<file path="src/hw/rtl/rcq_pkg.sv">
// Package for the rotating circular queue: field widths, default capacity,
// operation and error codes. No dependencies.
`timescale 1ns / 1ps
`default_nettype none

package rcq_pkg;

  // Field widths of the request and result channels
  localparam int DATA_W  = 32;
  localparam int OP_W    = 2;
  localparam int AMT_W   = 8;
  localparam int COUNT_W = 7;
  localparam int ERR_W   = 2;

  // Default number of ring entries
  localparam int CAPACITY_DEF = 64;

  // Operation codes (code 3 is unused and leaves the queue alone)
  typedef enum logic [OP_W-1:0] {
    OP_PUSH   = 2'd0,
    OP_POP    = 2'd1,
    OP_ROTATE = 2'd2
  } op_t;

  // Error codes reported with each result
  typedef enum logic [ERR_W-1:0] {
    ERR_OK    = 2'd0,
    ERR_FULL  = 2'd1,
    ERR_EMPTY = 2'd2
  } err_t;

endpackage

`default_nettype wire

</file>
<file path="src/hw/rtl/rcq_store.sv">
// Ring value store: one write port and one registered read port.
// Depends on rcq_pkg for the data width.
`timescale 1ns / 1ps
`default_nettype none

module rcq_store
  import rcq_pkg::*;
#(
  parameter int CAPACITY = CAPACITY_DEF,
  parameter int IDX_W    = (CAPACITY > 1) ? $clog2(CAPACITY) : 1
) (
  input  wire logic              clk,
  input  wire logic              wr_en,
  input  wire logic [IDX_W-1:0]  wr_idx,
  input  wire logic [DATA_W-1:0] wr_data,
  input  wire logic              rd_en,
  input  wire logic [IDX_W-1:0]  rd_idx,
  output logic      [DATA_W-1:0] rd_data
);

  logic [DATA_W-1:0] mem [CAPACITY];

  // Write the pushed value at the tail slot
  always_ff @(posedge clk) begin
    if (wr_en) begin
      mem[wr_idx] <= wr_data;
    end
  end

  // Register the head read; hold the last data otherwise
  always_ff @(posedge clk) begin
    if (rd_en) begin
      rd_data <= mem[rd_idx];
    end
  end

endmodule

`default_nettype wire

</file>
<file path="src/hw/rtl/rotating_circular_queue.sv">
// Top level of the rotating circular queue: sequencer, ring pointers and
// result register. Depends on rcq_pkg and rcq_store.
//
//   channel  direction  handshake               payload
//   in_      input      in_valid / in_ready     operation, push_value, rotate_amount
//   out_     output     out_valid / out_ready   head_value, is_empty, element_count,
//                                               error_code
//
// Push, pop and unused codes go from request to result through execute, head
// read from the store's registered port, then result. Rotate by k steps the
// offset counter once per move, wrapping at the element count, then one shared
// ring adder moves the head.
// Reset (synchronous, rst_n low) empties the queue; the store is not cleared.
// in_ready is high only while idle; a result holds until out_ready takes it.
`timescale 1ns / 1ps
`default_nettype none

module rotating_circular_queue
  import rcq_pkg::*;
#(
  parameter int CAPACITY = CAPACITY_DEF
) (
  input  wire logic                      clk,
  input  wire logic                      rst_n,
  input  wire logic                      in_valid,
  output logic                           in_ready,
  input  wire logic        [OP_W-1:0]    in_operation,
  input  wire logic signed [DATA_W-1:0]  in_push_value,
  input  wire logic        [AMT_W-1:0]   in_rotate_amount,
  output logic                           out_valid,
  input  wire logic                      out_ready,
  output logic signed      [DATA_W-1:0]  out_head_value,
  output logic                           out_is_empty,
  output logic             [COUNT_W-1:0] out_element_count,
  output logic             [ERR_W-1:0]   out_error_code
);

  localparam int IDX_W = (CAPACITY > 1) ? $clog2(CAPACITY) : 1;
  localparam int CNT_W = $clog2(CAPACITY + 1);
  localparam int SUM_W = CNT_W + 1;

  typedef enum logic [3:0] {
    ST_IDLE = 4'b0001,
    ST_ROT  = 4'b0010,
    ST_READ = 4'b0100,
    ST_OUT  = 4'b1000
  } state_t;

  state_t             state_r, state_nxt;
  logic [IDX_W-1:0]   head_r, head_nxt;
  logic [CNT_W-1:0]   count_r, count_nxt;
  logic [AMT_W-1:0]   amt_r, amt_nxt;
  logic [CNT_W-1:0]   off_r, off_nxt;
  err_t               err_r, err_nxt;

  logic               accept;
  logic               full;
  logic               empty;
  logic [CNT_W-1:0]   add_b;
  logic [SUM_W-1:0]   ring_sum;
  logic [IDX_W-1:0]   ring_idx;
  logic [CNT_W-1:0]   off_step;
  logic               wr_en;
  logic [DATA_W-1:0]  rd_data;
  logic [CNT_W+COUNT_W-1:0] count_ext;

  assign accept = in_valid && in_ready;
  assign full   = (count_r == CNT_W'(CAPACITY));
  assign empty  = (count_r == '0);

  // Shared ring adder: head plus count (tail), plus one (pop) or plus offset
  always_comb begin
    if (state_r == ST_ROT) begin
      add_b = off_r;
    end else if (in_operation == OP_POP) begin
      add_b = CNT_W'(1);
    end else begin
      add_b = count_r;
    end
  end

  assign ring_sum = SUM_W'(head_r) + SUM_W'(add_b);
  assign ring_idx = (ring_sum >= SUM_W'(CAPACITY)) ?
                    IDX_W'(ring_sum - SUM_W'(CAPACITY)) : IDX_W'(ring_sum);

  // Advance the rotate offset, wrapping at the element count
  assign off_step = off_r + CNT_W'(1);

  assign wr_en = accept && (in_operation == OP_PUSH) && !full;

  // Sequencer
  always_comb begin
    state_nxt = state_r;
    head_nxt  = head_r;
    count_nxt = count_r;
    amt_nxt   = amt_r;
    off_nxt   = off_r;
    err_nxt   = err_r;
    unique case (state_r)
      ST_IDLE: begin
        if (accept) begin
          state_nxt = ST_READ;
          err_nxt   = ERR_OK;
          priority case (in_operation)
            OP_PUSH: begin
              if (full) begin
                err_nxt = ERR_FULL;
              end else begin
                count_nxt = count_r + CNT_W'(1);
              end
            end
            OP_POP: begin
              if (empty) begin
                err_nxt = ERR_EMPTY;
              end else begin
                count_nxt = count_r - CNT_W'(1);
                head_nxt  = (count_r == CNT_W'(1)) ? '0 : ring_idx;
              end
            end
            OP_ROTATE: begin
              if (empty) begin
                err_nxt = ERR_EMPTY;
              end else begin
                state_nxt = ST_ROT;
                amt_nxt   = in_rotate_amount;
                off_nxt   = '0;
              end
            end
            default: begin
              // unused code: report state unchanged
            end
          endcase
        end
      end
      ST_ROT: begin
        if (amt_r == '0) begin
          head_nxt  = ring_idx;
          state_nxt = ST_READ;
        end else begin
          amt_nxt = amt_r - AMT_W'(1);
          off_nxt = (off_step == count_r) ? '0 : off_step;
        end
      end
      ST_READ: begin
        state_nxt = ST_OUT;
      end
      ST_OUT: begin
        if (out_ready) begin
          state_nxt = ST_IDLE;
        end
      end
      default: begin
        state_nxt = ST_IDLE;
      end
    endcase
  end

  // Control and pointer registers
  always_ff @(posedge clk) begin
    if (!rst_n) begin
      state_r <= ST_IDLE;
      head_r  <= '0;
      count_r <= '0;
    end else begin
      state_r <= state_nxt;
      head_r  <= head_nxt;
      count_r <= count_nxt;
    end
  end

  // Working registers: no reset needed
  always_ff @(posedge clk) begin
    amt_r <= amt_nxt;
    off_r <= off_nxt;
    err_r <= err_nxt;
  end

  rcq_store #(
    .CAPACITY (CAPACITY),
    .IDX_W    (IDX_W)
  ) u_store (
    .clk     (clk),
    .wr_en   (wr_en),
    .wr_idx  (ring_idx),
    .wr_data (in_push_value),
    .rd_en   (state_r == ST_READ),
    .rd_idx  (head_r),
    .rd_data (rd_data)
  );

  // Drive the result from held registers
  assign count_ext         = {{COUNT_W{1'b0}}, count_r};
  assign in_ready          = (state_r == ST_IDLE);
  assign out_valid         = (state_r == ST_OUT);
  assign out_head_value    = empty ? '0 : $signed(rd_data);
  assign out_is_empty      = empty;
  assign out_element_count = count_ext[COUNT_W-1:0];
  assign out_error_code    = err_r;

endmodule

`default_nettype wire
</file>
<file path="config.mk">
export PLATFORM = sky130hd
export DESIGN_NAME = rotating_circular_queue
export DESIGN_NICKNAME = d
export VERILOG_FILES = /design/src/hw/rtl/rcq_pkg.sv /design/src/hw/rtl/rcq_store.sv /design/src/hw/rtl/rotating_circular_queue.sv
export SDC_FILE = /design/constraint.sdc
export NUM_CORES = 2
export LEC_CHECK = 0
export ABC_CLOCK_PERIOD_IN_PS = 7400
export BUFFER_PORTS_ARGS = -buffer_cell sky130_fd_sc_hd__buf_2
export CAP_MARGIN = 20
export CORE_ASPECT_RATIO = 0.9
export CORE_MARGIN = 10
export CORE_UTILIZATION = 40
export CTS_CLUSTER_SIZE = 25
export DETAILED_ROUTE_END_ITERATION = 6
export PLACE_DENSITY = 0.53
export SYNTH_ARGS = -nofsm -noshare
export SYNTH_HDL_FRONTEND = slang
export SYNTH_SLANG_ARGS = --single-unit
</file>
<file path="constraint.sdc">
create_clock -name clk -period 7.4 [get_ports clk]
set_clock_uncertainty 0.15 [all_clocks]
set_input_delay 1.48 -clock clk [delete_from_list [all_inputs] [get_ports clk]]
set_output_delay 1.48 -clock clk [all_outputs]
set_load 0.02 [all_outputs]
</file>
==> out/metrics.yaml <==
setup_path:
  reg2reg_slack_ps: 2510
  r2r-start: "state_r[3]"
  cp-endpoint: "u_store.mem[44][18]"
  end_kind: "flip-flop"
  cp-startpoint: "in_operation[1]"
  worstPathMaxFanout: 20
  crit_path_start_kind: "input pin"
  cp.required_ps: 7750
  path_class: "input pin to flip-flop"
  worstPathArrival_ps: 5780
  ff2ff_path_depth: 11
  r2r-end: "u_store.mem[44][18]"
grt:
  grt_pass1_vias: 38860
  grt_start_max_net_pins: 113
  grtUsageTotal_pct: 20.50
  met3_usage_pct: 3.987
  gr-max-usage-layer: "met2"
  use_met2_pct: 31.09
  grt_antenna_before_repair: 16
  grt_first_pass_wirelength_um: 319600
  grt-ovfl-total: 0
  use_met1_pct: 30.34
synthesis:
  ys_seq_elements: 2114
  synth_edf_count: 2097
  synth_area_per_cell_um2: 22.20
  postSynthCellCount: 3666
  synth_top_area_cell: "edfxtp_1"
  synthArstFlopShare_pct: 0
  ys_types: 62
  synth_top_area_share_pct: 77.37
  yosys_warnings: 0
  syn_area_um2: 81390
  yosysSeqAreaShare_pct: 77.79
  syn_nets: 3728
  synthFlopType: "edfxtp_1"
  synth.most_common_cell: "edfxtp_1"
  synth_area_leaders: "edfxtp_1 77%, mux4_2 14%, mux2i_1 1.3%"
  yosys-top-cells-count: "2097 x edfxtp_1, 494 x mux4_2, 104 x mux2i_1, 93 x clkbuf_1"
clocking:
  cts_buffer_depth: 3
  clock_latency_ps: 860
  holdBufCountCts: 0
  cts-resized-gates: 0
  cts_buffers: 210
  cts-root-buf: "clkbuf_16"
  h-tree-depth: 4
  cts_tree: "done"
  post_cts_buffers: 0
  clock-sinks: 2114
  cts.clk_slew.worst_paths_ps: 60
layout:
  drive_above_1_share_pct: 27.37
  nets: 3946
  syn2layout_area_growth_pct: 13.80
  fin_area_um2: 92620
  fillers: 16880
  final_cell_count_no_fill: 6785
timing:
  worst_slack_ps: 1964
  tns_ps: 0
  fin_crit_ps: 5436
  worstMarginPinSlew_ps: 1187
  final_max_slew_viol_count: 0
  relSlewSlack_pct: 20.90
  hold_viol: 0
  min_period_over_period_pct: 73.46
  whs_ps: 500.1
  rsz0062_at_grt: "no"
  setup_viol: 0
  fmax_mhz: 184.0
die:
  start_util_pct: 40.11
  die_area_um2: 221900
  die_y_um: 447.9
  coreArea_um2: 202900
  die_x_um: 495.5
  num_rows: 157
  io_pins: 90
routing:
  routed_wl_um: 230600
  ant_nets: 0
  wire_per_inst_um: 33.98
  drtPass1Iterations: 5
  vias: 39680
  drc_errors: 0
  first_iter_violations: 5025
  via_per_inst: 5.848
power:
  p_leak_nw: 27.99
  ir_drop_mv: 0.2438
  pwr_density_cell_nw_per_um2: 264.3
placed_design:
  io_buffers: 89
  placedCellCount: 6375
  routabilityCongestion: 0.8384
  dp_hpwl_um: 133900
  dp_slack_ps: 1295
  place_area_um2: 85900
status:
  status: "finished, final reports clean"
flow_run:
  cap_violations: 0
worst_hold_path:
  hp-class: "flip-flop to flip-flop"
[sequential cells by signal, summed over array words and instances (netlist names)]
signal	flops
off_r	7
u_store.rd_data	32
state_r	4
head_r	6
u_store.mem	2048
out_error_code	2
amt_r	8
out_element_count	7
[routing by layer]
metal	vias up	share of wire [%]	wire length (µm)
li1	16090	-	-
met4	2	2.7	6291
met5	-	0.0039	9
met1	21650	43	100300
met2	1657	46	106100
met3	280	7.7	17850
[worst min path at each step]
| stage | start | to | slack [ps] | cells past startpoint |
|---|---|---|---|---|
| floorplan | head_r[0] | head_r[0] | 450 | 3 |
| global placement | out_element_count[1] | out_element_count[1] | 470 | 2 |
| detailed placement | out_element_count[1] | out_element_count[1] | 500 | 2 |
| CTS | out_element_count[1] | out_element_count[1] | 510 | 2 |
| global route | out_element_count[1] | out_element_count[1] | 530 | 2 |
| finish | out_element_count[1] | out_element_count[1] | 500 | 2 |
[report_power, final]
group	total, mW	switching, mW	internal (mW)
Combinational	0.839	0.633	0.206
Clock	10.4	4.53	5.86
Sequential	13.2	0.0317	13.2
Total	24.5	5.20	19.3
[layout by cell type (no fill, tap or decap), drive strengths merged, types with 6 or more instances in the layout]
cell type	count
a21oi	41
clkinvlp	9
nor2	28
mux4	494
o221ai	33
nor2b	22
ha	15
a22o	39
nand2	79
xor2	12
clkbuf	263
and2	43
inv	16
bufinv	15
diode	23
o22ai	16
nand2b	10
edfxtp	2097
a221oi	58
a22oi	38
clkinv	98
a31oi	17
buf	218
o21ai	18
nand3	49
mux2i	104
nor3	79
a211o	11
o2bb2ai	6
or3	10
mux2	17
dfxtp	17
xnor2	16
[cells by family (layout without fill, tap and decap cells)]
family	count (synthesis)	after routing	synth area share, %
multiplexers	615	615	15.18
flip-flops	2114	2114	77.79
other	0	23	0
AND/OR/NAND/NOR	356	356	2.278
AO/OA/AOI/OAI	308	308	2.869
adder cells (fa/ha/maj)	16	16	0.2552
buffers and inverters	226	619	1.244
XOR/XNOR	31	31	0.3843
[area by class of cell]
class                      instances  area [µm²]  area share, %
multi-input combinational       1326       17470          18.86
clock inverter                   124        1072          1.158
timing repair buffer             218        1674          1.807
sequential                      2114       63330          68.37
inverter                          14       52.55        0.05674
tap                             2703        3382          3.651
antenna                           23       57.56        0.06214
clock buffer                     263        5592          6.037
[critical path, cell delays in order]
cell and delay [ps]:
buf_2 100, inv_1 60, ha_1 290, nand2b_1 190, o21ai_0 770, ha_1 420, a21oi_1 170, nand2_1 130
a31oi_1 530, xor2_4 370, nor3_2 620, buf_6 240, buf_4 360
[stage by stage]
stage               utilization [%]  power (mW)
floorplan                         -       13.83
global placement              42.32       14.35
detailed placement            42.33       14.36
CTS                           45.62       24.70
global route                  45.62       25.21
finish                        45.65       24.48
Note: power is estimated with default switching activity, not from simulation.
